$ cat config.mk
export PLATFORM = sky130hd
export DESIGN_NAME = sd_card_spi_host_sequencer_flat
export DESIGN_NICKNAME = d
export VERILOG_FILES = /design/src/sv/sdspi_pkg.sv /design/src/sv/sdspi_req_if.sv /design/src/sv/sdspi_rsp_if.sv /design/src/sv/sd_card_spi_host_sequencer.sv /design/src/flat_wrapper.sv
export SDC_FILE = /design/constraint.sdc
export NUM_CORES = 1
export LEC_CHECK = 0
export BUFFER_PORTS_ARGS = -buffer_cell sky130_fd_sc_hd__buf_2
export CAP_MARGIN = 5
export CORE_MARGIN = 1.5
export CORE_UTILIZATION = 39
export CTS_CLUSTER_DIAMETER = 100
export DETAILED_ROUTE_END_ITERATION = 8
export PLACE_DENSITY_LB_ADDON = 0.05
export REMOVE_ABC_BUFFERS = 1
export SYNTH_ARGS = -nofsm -noshare
export SYNTH_HDL_FRONTEND = slang
export SYNTH_SLANG_ARGS = --single-unit
export TNS_END_PERCENT = 30
$ cat constraint.sdc
create_clock -name clock -period 13.8 [get_ports clock]
set_clock_uncertainty 0.1 [all_clocks]
set_input_delay 2.07 -clock clock [delete_from_list [all_inputs] [get_ports clock]]
set_output_delay 2.07 -clock clock [all_outputs]
set_load 0.03 [all_outputs]
$ cat src/sv/sdspi_pkg.sv
// ----------------------------------------------------------------------------
// SD SPI host package
// Types, constants and CRC helpers shared by the SD card SPI host sequencer.
// ----------------------------------------------------------------------------
`default_nettype none
package sdspi_pkg;

   localparam int unsigned BLOCK_BYTES = 512;
   localparam int unsigned CNT_W = $clog2(BLOCK_BYTES + 1);

   typedef enum logic [2:0] {
      OP_TICK  = 3'd0,
      OP_INIT  = 3'd1,
      OP_READ  = 3'd2,
      OP_WRITE = 3'd3,
      OP_XDONE = 3'd4,
      OP_WBYTE = 3'd5
   } op_type;

   typedef enum logic [2:0] {
      ST_OK      = 3'd0,
      ST_BAD_R1  = 3'd1,
      ST_TIMEOUT = 3'd2,
      ST_CRC     = 3'd3,
      ST_REJECT  = 3'd4,
      ST_BUSY    = 3'd5
   } status_type;

   localparam logic CSR_TIMEOUT = 1'b0;
   localparam logic CSR_SETTLE  = 1'b1;

   localparam logic [5:0] CMD_GO_IDLE   = 6'd0;
   localparam logic [5:0] CMD_IF_COND   = 6'd8;
   localparam logic [5:0] CMD_READ_BLK  = 6'd17;
   localparam logic [5:0] CMD_WRITE_BLK = 6'd24;
   localparam logic [5:0] CMD_SD_SEND_OP = 6'd41;
   localparam logic [5:0] CMD_APP       = 6'd55;

   localparam logic [31:0] ARG_IF_COND = 32'h0000_01AA;
   localparam logic [31:0] ARG_HCS     = 32'h4000_0000;
   localparam logic [7:0]  CMD_START   = 8'h40;
   localparam logic [7:0]  IDLE_BYTE   = 8'hFF;
   localparam logic [7:0]  DATA_TOKEN  = 8'hFE;
   localparam logic [7:0]  R1_IDLE     = 8'h01;
   localparam logic [4:0]  DRESP_OK    = 5'b00101;
   localparam logic [15:0] TIMER_MAX   = 16'hFFFF;

   function automatic logic [47:0] cmd_frame(input logic [5:0] cmd,
                                             input logic [31:0] arg);
      logic [39:0] body;
      logic [6:0]  crc;
      logic        fb;
      body = {CMD_START | {2'b00, cmd}, arg};
      crc  = '0;
      for (int i = 39; i >= 0; i--) begin
         fb  = body[i] ^ crc[6];
         crc = {crc[5:0], 1'b0};
         if (fb) begin
            crc = crc ^ 7'h09;
         end
      end
      return {body, crc, 1'b1};
   endfunction

   function automatic logic [15:0] crc16_add(input logic [15:0] crc_i,
                                             input logic [7:0] b);
      logic [15:0] c;
      c = crc_i ^ {b, 8'h00};
      for (int k = 0; k < 8; k++) begin
         c = c[15] ? ({c[14:0], 1'b0} ^ 16'h1021) : {c[14:0], 1'b0};
      end
      return c;
   endfunction

endpackage
`default_nettype wire

$ cat src/sv/sdspi_req_if.sv
// ----------------------------------------------------------------------------
// SD SPI request channel
// Valid/ready channel carrying one host request.
// ----------------------------------------------------------------------------
`default_nettype none
interface sdspi_req_if;
   logic        valid;
   logic        ready;
   logic [2:0]  opcode;
   logic [31:0] block_address;
   logic [7:0]  rx_byte;
   logic [7:0]  write_byte;
   modport source (output valid, opcode, block_address, rx_byte, write_byte,
                   input ready);
   modport sink   (input valid, opcode, block_address, rx_byte, write_byte,
                   output ready);
endinterface
`default_nettype wire

$ cat src/sv/sdspi_rsp_if.sv
// ----------------------------------------------------------------------------
// SD SPI response channel
// Valid/ready channel carrying one result per request.
// ----------------------------------------------------------------------------
`default_nettype none
interface sdspi_rsp_if;
   logic       valid;
   logic       ready;
   logic       tx_valid;
   logic [7:0] tx_byte;
   logic       chip_select_on;
   logic       read_valid;
   logic [7:0] read_data;
   logic       write_request;
   logic       done_res;
   logic [2:0] status;
   logic       fast_clock;
   modport source (output valid, tx_valid, tx_byte, chip_select_on, read_valid,
                   read_data, write_request, done_res, status, fast_clock,
                   input ready);
   modport sink   (input valid, tx_valid, tx_byte, chip_select_on, read_valid,
                   read_data, write_request, done_res, status, fast_clock,
                   output ready);
endinterface
`default_nettype wire

$ cat src/sv/sd_card_spi_host_sequencer.sv
// ----------------------------------------------------------------------------
// SD card SPI host sequencer
// Byte-level init / single-block read / single-block write sequencer.
// ----------------------------------------------------------------------------
//  channel | dir | handshake   | payload
//  req     | in  | valid/ready | opcode, block_address, rx_byte, write_byte
//  rsp     | out | valid/ready | tx/select/read/write/done/status/fast
//  csr     | in  | write only  | csr_index, csr_wdata
//
//  One request per cycle; its response is registered and shown the next cycle.
//  The response register is the only stall point: req.ready is low only while
//  a response is held and not taken. Synchronous reset returns the sequencer
//  to idle with select deasserted and the state and CSR registers at their defaults.
`default_nettype none
module sd_card_spi_host_sequencer (
   input  wire logic        clock,
   input  wire logic        reset,
   sdspi_req_if.sink        req,
   sdspi_rsp_if.source      rsp,
   input  wire logic        csr_write_enable,
   input  wire logic        csr_index,
   input  wire logic [15:0] csr_wdata
);
   import sdspi_pkg::*;

   typedef enum logic [19:0] {
      PH_IDLE      = 20'h00001,
      PH_BURST     = 20'h00002,
      PH_DLY_BURST = 20'h00004,
      PH_DLY_CS    = 20'h00008,
      PH_DLY_CMD0  = 20'h00010,
      PH_CMD_PRE   = 20'h00020,
      PH_CMD_FRAME = 20'h00040,
      PH_CMD_POLL  = 20'h00080,
      PH_CMD_EXTRA = 20'h00100,
      PH_RD_TOKEN  = 20'h00200,
      PH_RD_DATA   = 20'h00400,
      PH_RD_CRC    = 20'h00800,
      PH_RD_IDLE   = 20'h01000,
      PH_WR_GAP    = 20'h02000,
      PH_WR_TOKEN  = 20'h04000,
      PH_WR_REQ    = 20'h08000,
      PH_WR_DATA   = 20'h10000,
      PH_WR_CRC    = 20'h20000,
      PH_WR_RESP   = 20'h40000,
      PH_WR_BUSY   = 20'h80000
   } phase_type;

   phase_type   phase_ff, phase_in;
   logic [CNT_W-1:0] cnt_ff, cnt_in;
   logic [47:0] frame_ff, frame_in;
   logic [15:0] wait_ff, wait_in, loop_ff, loop_in;
   logic [15:0] crc_run_ff, crc_run_in, crc_rx_ff, crc_rx_in;
   logic        sel_ff, sel_in, fast_ff, fast_in;
   logic [7:0]  r1_ff, r1_in;
   logic [15:0] tmo_ff, settle_ff;

   logic        txv, rdv, done;
   logic [7:0]  tx, rd;
   status_type  st;

   logic        vld_ff;
   logic        o_txv_ff, o_rdv_ff, o_done_ff;
   logic [7:0]  o_tx_ff, o_rd_ff;
   logic [2:0]  o_st_ff;

   logic        take;
   assign req.ready = !vld_ff || rsp.ready;
   assign take      = req.valid && req.ready;

   logic [5:0]  cur_cmd;
   logic [7:0]  r1_use;
   logic [5:0]  nxt_cmd;
   logic [31:0] nxt_arg;
   logic        go_cmd;
   logic [47:0] nxt_frame;
   logic [2:0]  fidx;
   assign cur_cmd   = frame_ff[45:40];
   assign nxt_frame = cmd_frame(nxt_cmd, nxt_arg);

   always_comb begin
      phase_in = phase_ff; cnt_in = cnt_ff; frame_in = frame_ff;
      wait_in = wait_ff; loop_in = loop_ff; crc_run_in = crc_run_ff;
      crc_rx_in = crc_rx_ff; sel_in = sel_ff; fast_in = fast_ff; r1_in = r1_ff;
      txv = 1'b0; tx = '0; rdv = 1'b0; rd = '0; done = 1'b0; st = ST_OK;
      go_cmd = 1'b0; nxt_cmd = CMD_GO_IDLE; nxt_arg = '0;
      r1_use = r1_ff; fidx = '0;

      unique case (op_type'(req.opcode))
         OP_TICK: begin
            if (phase_ff != PH_IDLE) begin
               if (wait_ff != TIMER_MAX) wait_in = wait_ff + 16'd1;
               if (loop_ff != TIMER_MAX) loop_in = loop_ff + 16'd1;
            end
         end
         OP_INIT, OP_READ, OP_WRITE: begin
            if (phase_ff != PH_IDLE) begin
               done = 1'b1; st = ST_BUSY;
            end else if (req.opcode == OP_INIT) begin
               sel_in = 1'b0; fast_in = 1'b0; cnt_in = '0;
               phase_in = PH_BURST; txv = 1'b1; tx = IDLE_BYTE;
            end else begin
               go_cmd  = 1'b1;
               nxt_cmd = (req.opcode == OP_READ) ? CMD_READ_BLK : CMD_WRITE_BLK;
               nxt_arg = req.block_address;
            end
         end
         OP_XDONE: begin
            unique case (phase_ff)
               PH_BURST: begin
                  cnt_in = cnt_ff + 1'b1;
                  if (cnt_in < CNT_W'(10)) begin
                     txv = 1'b1; tx = IDLE_BYTE;
                  end else begin
                     phase_in = PH_DLY_BURST; wait_in = '0;
                  end
               end
               PH_CMD_PRE: begin
                  cnt_in = '0; phase_in = PH_CMD_FRAME;
                  txv = 1'b1; tx = frame_ff[47:40];
               end
               PH_CMD_FRAME: begin
                  cnt_in = cnt_ff + 1'b1;
                  fidx = cnt_in[2:0];
                  if (cnt_in < CNT_W'(6)) begin
                     txv = 1'b1;
                     case (fidx)
                        3'd1: tx = frame_ff[39:32];
                        3'd2: tx = frame_ff[31:24];
                        3'd3: tx = frame_ff[23:16];
                        3'd4: tx = frame_ff[15:8];
                        default: tx = frame_ff[7:0];
                     endcase
                  end else begin
                     phase_in = PH_CMD_POLL; wait_in = '0;
                     txv = 1'b1; tx = IDLE_BYTE;
                  end
               end
               PH_CMD_POLL, PH_CMD_EXTRA: begin
                  logic fin_cmd;
                  fin_cmd = 1'b0;
                  if (phase_ff == PH_CMD_POLL) begin
                     if (req.rx_byte[7]) begin
                        if (wait_ff > tmo_ff) begin
                           done = 1'b1; st = ST_TIMEOUT;
                        end else begin
                           txv = 1'b1; tx = IDLE_BYTE;
                        end
                     end else begin
                        r1_in = req.rx_byte; r1_use = req.rx_byte;
                        if (cur_cmd == CMD_IF_COND) begin
                           cnt_in = '0; phase_in = PH_CMD_EXTRA;
                           txv = 1'b1; tx = IDLE_BYTE;
                        end else begin
                           fin_cmd = 1'b1;
                        end
                     end
                  end else begin
                     cnt_in = cnt_ff + 1'b1;
                     if (cnt_in < CNT_W'(4)) begin
                        txv = 1'b1; tx = IDLE_BYTE;
                     end else begin
                        fin_cmd = 1'b1;
                     end
                  end
                  if (fin_cmd) begin
                     case (cur_cmd)
                        CMD_GO_IDLE: begin
                           if (r1_use != R1_IDLE) begin
                              done = 1'b1; st = ST_BAD_R1;
                           end else begin
                              phase_in = PH_DLY_CMD0; wait_in = '0;
                           end
                        end
                        CMD_IF_COND: begin
                           if (r1_use != R1_IDLE) begin
                              done = 1'b1; st = ST_BAD_R1;
                           end else begin
                              loop_in = '0;
                              go_cmd = 1'b1; nxt_cmd = CMD_APP;
                           end
                        end
                        CMD_APP: begin
                           if (r1_use != R1_IDLE) begin
                              done = 1'b1; st = ST_BAD_R1;
                           end else begin
                              go_cmd = 1'b1; nxt_cmd = CMD_SD_SEND_OP;
                              nxt_arg = ARG_HCS;
                           end
                        end
                        CMD_SD_SEND_OP: begin
                           if (r1_use == 8'h00) begin
                              fast_in = 1'b1; done = 1'b1; st = ST_OK;
                           end else if (loop_ff > tmo_ff) begin
                              done = 1'b1; st = ST_TIMEOUT;
                           end else begin
                              go_cmd = 1'b1; nxt_cmd = CMD_APP;
                           end
                        end
                        CMD_READ_BLK: begin
                           if (r1_use != 8'h00) begin
                              done = 1'b1; st = ST_BAD_R1;
                           end else begin
                              phase_in = PH_RD_TOKEN; wait_in = '0;
                              txv = 1'b1; tx = IDLE_BYTE;
                           end
                        end
                        default: begin
                           if (r1_use != 8'h00) begin
                              done = 1'b1; st = ST_BAD_R1;
                           end else begin
                              phase_in = PH_WR_GAP; txv = 1'b1; tx = IDLE_BYTE;
                           end
                        end
                     endcase
                  end
               end
               PH_RD_TOKEN: begin
                  if (req.rx_byte == DATA_TOKEN) begin
                     cnt_in = '0; crc_run_in = '0; phase_in = PH_RD_DATA;
                     txv = 1'b1; tx = IDLE_BYTE;
                  end else if (wait_ff > tmo_ff) begin
                     done = 1'b1; st = ST_TIMEOUT;
                  end else begin
                     txv = 1'b1; tx = IDLE_BYTE;
                  end
               end
               PH_RD_DATA: begin
                  rdv = 1'b1; rd = req.rx_byte;
                  crc_run_in = crc16_add(crc_run_ff, req.rx_byte);
                  cnt_in = cnt_ff + 1'b1;
                  if (cnt_in >= CNT_W'(BLOCK_BYTES)) begin
                     cnt_in = '0; phase_in = PH_RD_CRC;
                  end
                  txv = 1'b1; tx = IDLE_BYTE;
               end
               PH_RD_CRC: begin
                  crc_rx_in = {crc_rx_ff[7:0], req.rx_byte};
                  cnt_in = cnt_ff + 1'b1;
                  if (cnt_in < CNT_W'(2)) begin
                     txv = 1'b1; tx = IDLE_BYTE;
                  end else if (crc_rx_in != crc_run_ff) begin
                     done = 1'b1; st = ST_CRC;
                  end else begin
                     phase_in = PH_RD_IDLE; wait_in = '0;
                     txv = 1'b1; tx = IDLE_BYTE;
                  end
               end
               PH_RD_IDLE, PH_WR_BUSY: begin
                  if (req.rx_byte == IDLE_BYTE) begin
                     done = 1'b1; st = ST_OK;
                  end else if (wait_ff > tmo_ff) begin
                     done = 1'b1; st = ST_TIMEOUT;
                  end else begin
                     txv = 1'b1; tx = IDLE_BYTE;
                  end
               end
               PH_WR_GAP: begin
                  phase_in = PH_WR_TOKEN; txv = 1'b1; tx = DATA_TOKEN;
               end
               PH_WR_TOKEN: begin
                  cnt_in = '0; phase_in = PH_WR_REQ;
               end
               PH_WR_DATA: begin
                  cnt_in = cnt_ff + 1'b1;
                  if (cnt_in < CNT_W'(BLOCK_BYTES)) begin
                     phase_in = PH_WR_REQ;
                  end else begin
                     cnt_in = '0; phase_in = PH_WR_CRC;
                     txv = 1'b1; tx = IDLE_BYTE;
                  end
               end
               PH_WR_CRC: begin
                  cnt_in = cnt_ff + 1'b1;
                  if (cnt_in >= CNT_W'(2)) phase_in = PH_WR_RESP;
                  txv = 1'b1; tx = IDLE_BYTE;
               end
               PH_WR_RESP: begin
                  if (req.rx_byte[4:0] != DRESP_OK) begin
                     done = 1'b1; st = ST_REJECT;
                  end else begin
                     phase_in = PH_WR_BUSY; wait_in = '0;
                     txv = 1'b1; tx = IDLE_BYTE;
                  end
               end
               default: ;
            endcase
         end
         OP_WBYTE: begin
            if (phase_ff == PH_WR_REQ) begin
               phase_in = PH_WR_DATA; txv = 1'b1; tx = req.write_byte;
            end
         end
         default: ;
      endcase

      // delay phases; at most two steps can chain (burst -> select -> CMD0)
      if ((req.opcode == OP_TICK || req.opcode == OP_XDONE) && !done) begin
         if (phase_in == PH_DLY_BURST && wait_in >= settle_ff) begin
            sel_in = 1'b1; phase_in = PH_DLY_CS; wait_in = '0;
         end
         if (phase_in == PH_DLY_CS && wait_in >= settle_ff) begin
            go_cmd = 1'b1; nxt_cmd = CMD_GO_IDLE; nxt_arg = '0;
         end else if (phase_in == PH_DLY_CMD0 && wait_in >= settle_ff) begin
            go_cmd = 1'b1; nxt_cmd = CMD_IF_COND; nxt_arg = ARG_IF_COND;
         end
      end

      if (go_cmd) begin
         frame_in = nxt_frame; phase_in = PH_CMD_PRE;
         txv = 1'b1; tx = IDLE_BYTE;
      end
      if (done) begin
         phase_in = PH_IDLE;
         if (st == ST_BUSY) phase_in = phase_ff;
      end
   end

   always_ff @(posedge clock) begin
      if (reset) begin
         phase_ff <= PH_IDLE; cnt_ff <= '0; frame_ff <= '0;
         wait_ff <= '0; loop_ff <= '0; crc_run_ff <= '0; crc_rx_ff <= '0;
         sel_ff <= 1'b0; fast_ff <= 1'b0; r1_ff <= '0;
         tmo_ff <= 16'd1000; settle_ff <= 16'd100;
         vld_ff <= 1'b0;
      end else begin
         if (csr_write_enable) begin
            if (csr_index == CSR_TIMEOUT) tmo_ff <= csr_wdata;
            else settle_ff <= csr_wdata;
         end
         if (take) begin
            phase_ff <= phase_in; cnt_ff <= cnt_in; frame_ff <= frame_in;
            wait_ff <= wait_in; loop_ff <= loop_in; crc_run_ff <= crc_run_in;
            crc_rx_ff <= crc_rx_in; sel_ff <= sel_in; fast_ff <= fast_in;
            r1_ff <= r1_in;
            vld_ff <= 1'b1;
         end else if (rsp.ready) begin
            vld_ff <= 1'b0;
         end
      end
   end

   always_ff @(posedge clock) begin
      if (take) begin
         o_txv_ff <= txv; o_tx_ff <= tx; o_rdv_ff <= rdv; o_rd_ff <= rd;
         o_done_ff <= done; o_st_ff <= st;
      end
   end

   assign rsp.valid          = vld_ff;
   assign rsp.tx_valid       = o_txv_ff;
   assign rsp.tx_byte        = o_tx_ff;
   assign rsp.chip_select_on = sel_ff;
   assign rsp.read_valid     = o_rdv_ff;
   assign rsp.read_data      = o_rd_ff;
   assign rsp.write_request  = (phase_ff == PH_WR_REQ);
   assign rsp.done_res       = o_done_ff;
   assign rsp.status         = o_st_ff;
   assign rsp.fast_clock     = fast_ff;

`ifndef SYNTH
   a_onehot: assert property (@(posedge clock) disable iff (reset) $onehot(phase_ff))
      else $error("phase not one-hot");
   a_hold: assert property (@(posedge clock) disable iff (reset)
      rsp.valid && !rsp.ready |=> rsp.valid && $stable(rsp.tx_byte))
      else $error("response dropped while stalled");
   a_idle_done: assert property (@(posedge clock) disable iff (reset)
      rsp.valid && rsp.done_res && rsp.status != ST_BUSY |-> phase_ff == PH_IDLE)
      else $error("done without return to idle");
   a_fast: assert property (@(posedge clock) disable iff (reset)
      rsp.fast_clock |-> rsp.chip_select_on)
      else $error("fast clock without select");
`endif

endmodule
`default_nettype wire

$ cat src/flat_wrapper.sv
// flat-port wrapper written by rule: the top's interface ports become plain ports
module sd_card_spi_host_sequencer_flat import sdspi_pkg::*;
  (clock, reset, csr_write_enable, csr_index, csr_wdata, req_valid, req_opcode, req_block_address, req_rx_byte, req_write_byte, req_ready, rsp_valid, rsp_tx_valid, rsp_tx_byte, rsp_chip_select_on, rsp_read_valid, rsp_read_data, rsp_write_request, rsp_done_res, rsp_status, rsp_fast_clock, rsp_ready);
  sdspi_req_if req_i ();
  sdspi_rsp_if rsp_i ();
  input  wire logic clock;
  input  wire logic reset;
  input  wire logic csr_write_enable;
  input  wire logic csr_index;
  input  wire logic [15:0] csr_wdata;
  input wire logic [$bits(req_i.valid)-1:0] req_valid;
  input wire logic [$bits(req_i.opcode)-1:0] req_opcode;
  input wire logic [$bits(req_i.block_address)-1:0] req_block_address;
  input wire logic [$bits(req_i.rx_byte)-1:0] req_rx_byte;
  input wire logic [$bits(req_i.write_byte)-1:0] req_write_byte;
  output wire logic [$bits(req_i.ready)-1:0] req_ready;
  output wire logic [$bits(rsp_i.valid)-1:0] rsp_valid;
  output wire logic [$bits(rsp_i.tx_valid)-1:0] rsp_tx_valid;
  output wire logic [$bits(rsp_i.tx_byte)-1:0] rsp_tx_byte;
  output wire logic [$bits(rsp_i.chip_select_on)-1:0] rsp_chip_select_on;
  output wire logic [$bits(rsp_i.read_valid)-1:0] rsp_read_valid;
  output wire logic [$bits(rsp_i.read_data)-1:0] rsp_read_data;
  output wire logic [$bits(rsp_i.write_request)-1:0] rsp_write_request;
  output wire logic [$bits(rsp_i.done_res)-1:0] rsp_done_res;
  output wire logic [$bits(rsp_i.status)-1:0] rsp_status;
  output wire logic [$bits(rsp_i.fast_clock)-1:0] rsp_fast_clock;
  input wire logic [$bits(rsp_i.ready)-1:0] rsp_ready;
  assign req_i.valid = req_valid;
  assign req_i.opcode = req_opcode;
  assign req_i.block_address = req_block_address;
  assign req_i.rx_byte = req_rx_byte;
  assign req_i.write_byte = req_write_byte;
  assign req_ready = req_i.ready;
  assign rsp_valid = rsp_i.valid;
  assign rsp_tx_valid = rsp_i.tx_valid;
  assign rsp_tx_byte = rsp_i.tx_byte;
  assign rsp_chip_select_on = rsp_i.chip_select_on;
  assign rsp_read_valid = rsp_i.read_valid;
  assign rsp_read_data = rsp_i.read_data;
  assign rsp_write_request = rsp_i.write_request;
  assign rsp_done_res = rsp_i.done_res;
  assign rsp_status = rsp_i.status;
  assign rsp_fast_clock = rsp_i.fast_clock;
  assign rsp_i.ready = rsp_ready;
  sd_card_spi_host_sequencer u_core (.clock(clock), .reset(reset), .req(req_i), .rsp(rsp_i), .csr_write_enable(csr_write_enable), .csr_index(csr_index), .csr_wdata(csr_wdata));
endmodule
==> run_results.csv <==
group,metric,value,unit
status,outcome,"complete, no violations",
yosys,ys_warn_count,0,
clock_network,cts.repair.resized,0,
grt,grt_pass1_wl,72600,um
floorplanning,ios,100,
detailed_routing,dr_total_vias,13496,
floorplanning,start_util,39.5,%
worst_setup_path,slowest_stage,"nor4_4",
cells_and_area,multi_input_area,8870,sq um
yosys,syn_inst,1820,
cells_and_area,fin_nets,2006,
cells_and_area,area_delta_synth_final,10.3,%
cells_and_area,layout-drive-gt1-share,9.76,%
detailed_routing,drc,0,
worst_setup_path,crit_type,"in2reg",
detailed_routing,drt-initial-drc-count,1193,
worst_setup_path,crit_family,"simple AND/OR/NAND/NOR gates",
grt,grtUsageMet2,40.5,%
timing,relSlewSlack,32.7,%
clock_network,cts_setup_buffers,0,
worst_setup_path,worstPathMaxFanout,20,
yosys,synth_most_common_cell,"nand2_1",
floorplanning,num_rows,68,
yosys,synth_edf_count,22,
yosys,yosysTopAreaCell,"dfxtp_1",
clock_network,cts_root_buf,"clkbuf_16",
clock_network,cts_sinks,196,
grt,overflow,0,
timing,setup_tns,0,ns
cells_and_area,fin_area,15000,sq um
clock_network,h-tree-depth,4,
worst_setup_path,cp-end-kind,"flop",
detailed_routing,postRouteAntennaNets,0,
worst_setup_path,crit_path_max_incr_delay,0.80,ns
detailed_routing,routed_wl,46500,um
timing,post-route-min-period,11.19,ns
detailed_routing,viasPerCell,5.79,
cells_and_area,fillers,3681,
worst_setup_path,cp_num_buf_inv,3,
yosys,ys.flop_type,"dfxtp_1",
worst_setup_path,crit_arrival,11.48,ns
worst_setup_path,worst-endpoint-required,14.09,ns
worst_setup_path,critPathLaunchType,"input port",
yosys,yosysSeqAreaShare,30.4,%
timing,fmax,0.0894,GHz
grt,track_usage,26.0,%
power,pwr_density_cell,88.8,nW/um^2
grt,antenna_found_initial,1,
floorplanning,dieHeight,190,um
yosys,synth.avg_cell_area,7.48,sq um
yosys,synthArstFlopShare,0,%
timing,finalSetupViolCount,0,
yosys,ys_ff_latch,196,
power,irDropWorstVdd,0.0917,mV
yosys,ys_top_cells_by_area,"dfxtp_1, nand2_1, a21oi_1, ha_1, xnor2_1",
clock_network,clk_latency,0.46,ns
cells_and_area,seqCellArea,4140,sq um
grt,met3_usage,4.72,%
floorplanning,dieWidth,190,um
yosys,synthTopCellsByCount,"nand2_1, a21oi_1, dfxtp_1",
worst_setup_path,path_common_cell,"a21oi_1",
placed_design,gp_congestion,0.946,
hold_path,hold_class,"reg2reg",
grt,met1_usage,36.1,%
timing,maxSlewViolCount,0,
cells_and_area,finish.utilization,43.6,%
power,p_leak,0.00570,uW
yosys,netlist_area,13600,sq um
clock_network,clk_pin_slew,0.08,ns
timing,worst_slew_pin_slew,1.01,ns
cells_and_area,stdcell_count,2330,
run,cap_violations,0,
yosys,synth_top_area_share,25.6,%
floorplanning,die_area,36000,sq um
clock_network,hold_buffers,0,
placed_design,place_inst,2298,
clock_network,cts_buffers,17,
placed_design,hpwl,35300,um
detailed_routing,post_drt_wl_per_cell,19.9,um
clock_network,cts_tree,"built",
cells_and_area,insertedDiodeCount,0,
placed_design,dpl-instance-area,14500,sq um
timing,rsz0062_at_grt,"false",
timing,period_share,81.1,%
placed_design,port-buffer-count,99,
grt,grt_max_degree,88,
floorplanning,core_area,34500,sq um
yosys,yosysUniqueCellTypes,80,
grt,busiest_layer,"met2",
timing,hold_viol_final,0,
clock_network,cts_buffer_depth,2,
detailed_routing,first_pass_iters,5,
grt,grt_pass1_vias,12703,
metal layers:
| metal | part of all wire [%] | vias to the layer above |
|---|---|---|
| met5 | 0.026 | - |
| met4 | 2.5 | 2 |
| met3 | 6.1 | 77 |
| met2 | 45 | 452 |
| met1 | 47 | 6384 |
| li1 | - | 6581 |
cell families (layout without fill, tap and decap cells):
logic type | count (synthesis) | in the layout | synth area share (%)
buffers and inverters | 156 | 211 | 4.46
and+or+nand+nor | 847 | 847 | 30.4
DFF | 196 | 196 | 30.4
xor gates and xnor gates | 130 | 130 | 8.82
AOI/OAI and AO/OA | 412 | 412 | 18.8
adders and majority gates | 71 | 71 | 6.52
muxes | 8 | 8 | 0.597
stage by stage:
stage          hold WS [ns]  total power, uW  setup slack, ns
2_1_floorplan         0.321              763             4.26
3_3_place_gp          0.337              843             2.67
3_5_place_dp          0.342              844             2.34
4_1_cts               0.351             1350             2.80
5_1_grt               0.367             1390             1.96
6_report              0.350             1330             2.61
cells in the final DEF, fill, tap and decap left out, types with 58 or more instances in the layout:
| cell | netlist | layout |
|---|---|---|
| ha_1 | 71 | 71 |
| o21ai_0 | 65 | 65 |
| nor3_1 | 69 | 69 |
| nand2_1 | 270 | 270 |
| nand3_1 | 117 | 117 |
| dfxtp_1 | 174 | 174 |
| buf_2 | 7 | 98 |
| nor2_1 | 162 | 162 |
| inv_1 | 58 | 58 |
| xnor2_1 | 82 | 82 |
| a21oi_1 | 189 | 189 |
worst reg2reg max path: cells and delay by family (launching register included):
family                     cells  cell delay, ns
DFF                            1            0.56
buffers and inverters          4            0.97
AOI/OAI and AO/OA             14            3.12
and+or+nand+nor               15            4.56
adders and majority gates      3            0.92
registers in the layout, summed over array words and instances, names as in the netlist, 10 cells and up:
register           count
u_core.cnt_ff         10
u_core.crc_run_ff     16
u_core.frame_ff       45
u_core.loop_ff        16
u_core.phase_ff       20
u_core.settle_ff      16
u_core.tmo_ff         16
u_core.wait_ff        16
worst paths after layout:
path                                        start                               end  slack [ns]  cells past startpoint
hold / removal    u_core.frame_ff[2]$_SDFFE_PP0P_   u_core.frame_ff[2]$_SDFFE_PP0P_        0.35                      2
setup reg to reg    u_core.cnt_ff[2]$_SDFFE_PP0P_  u_core.phase_ff[10]$_SDFFE_PP0P_        3.50                     36
hold reg to reg   u_core.frame_ff[2]$_SDFFE_PP0P_   u_core.frame_ff[2]$_SDFFE_PP0P_        0.35                      2
setup / recovery                   req_rx_byte[7]  u_core.phase_ff[10]$_SDFFE_PP0P_        2.61                     37
area by class of cell:
| class | count | area share (%) |
|---|---|---|
| repair buffers | 120 | 4.36 |
| clock buffers | 19 | 3.02 |
| inverters | 59 | 1.47 |
| clock inverters | 13 | 0.741 |
| multi-input cells | 1468 | 59.0 |
| flip-flops and latches | 196 | 27.6 |
| well taps | 455 | 3.79 |
where the power goes:
part           switching (uW)  internal [uW]  leakage [uW]
logic                     145           89.3       0.00379
clock network             255            248      0.000276
registers                7.52            590       0.00163
Note: power is estimated with default switching activity, not from simulation.
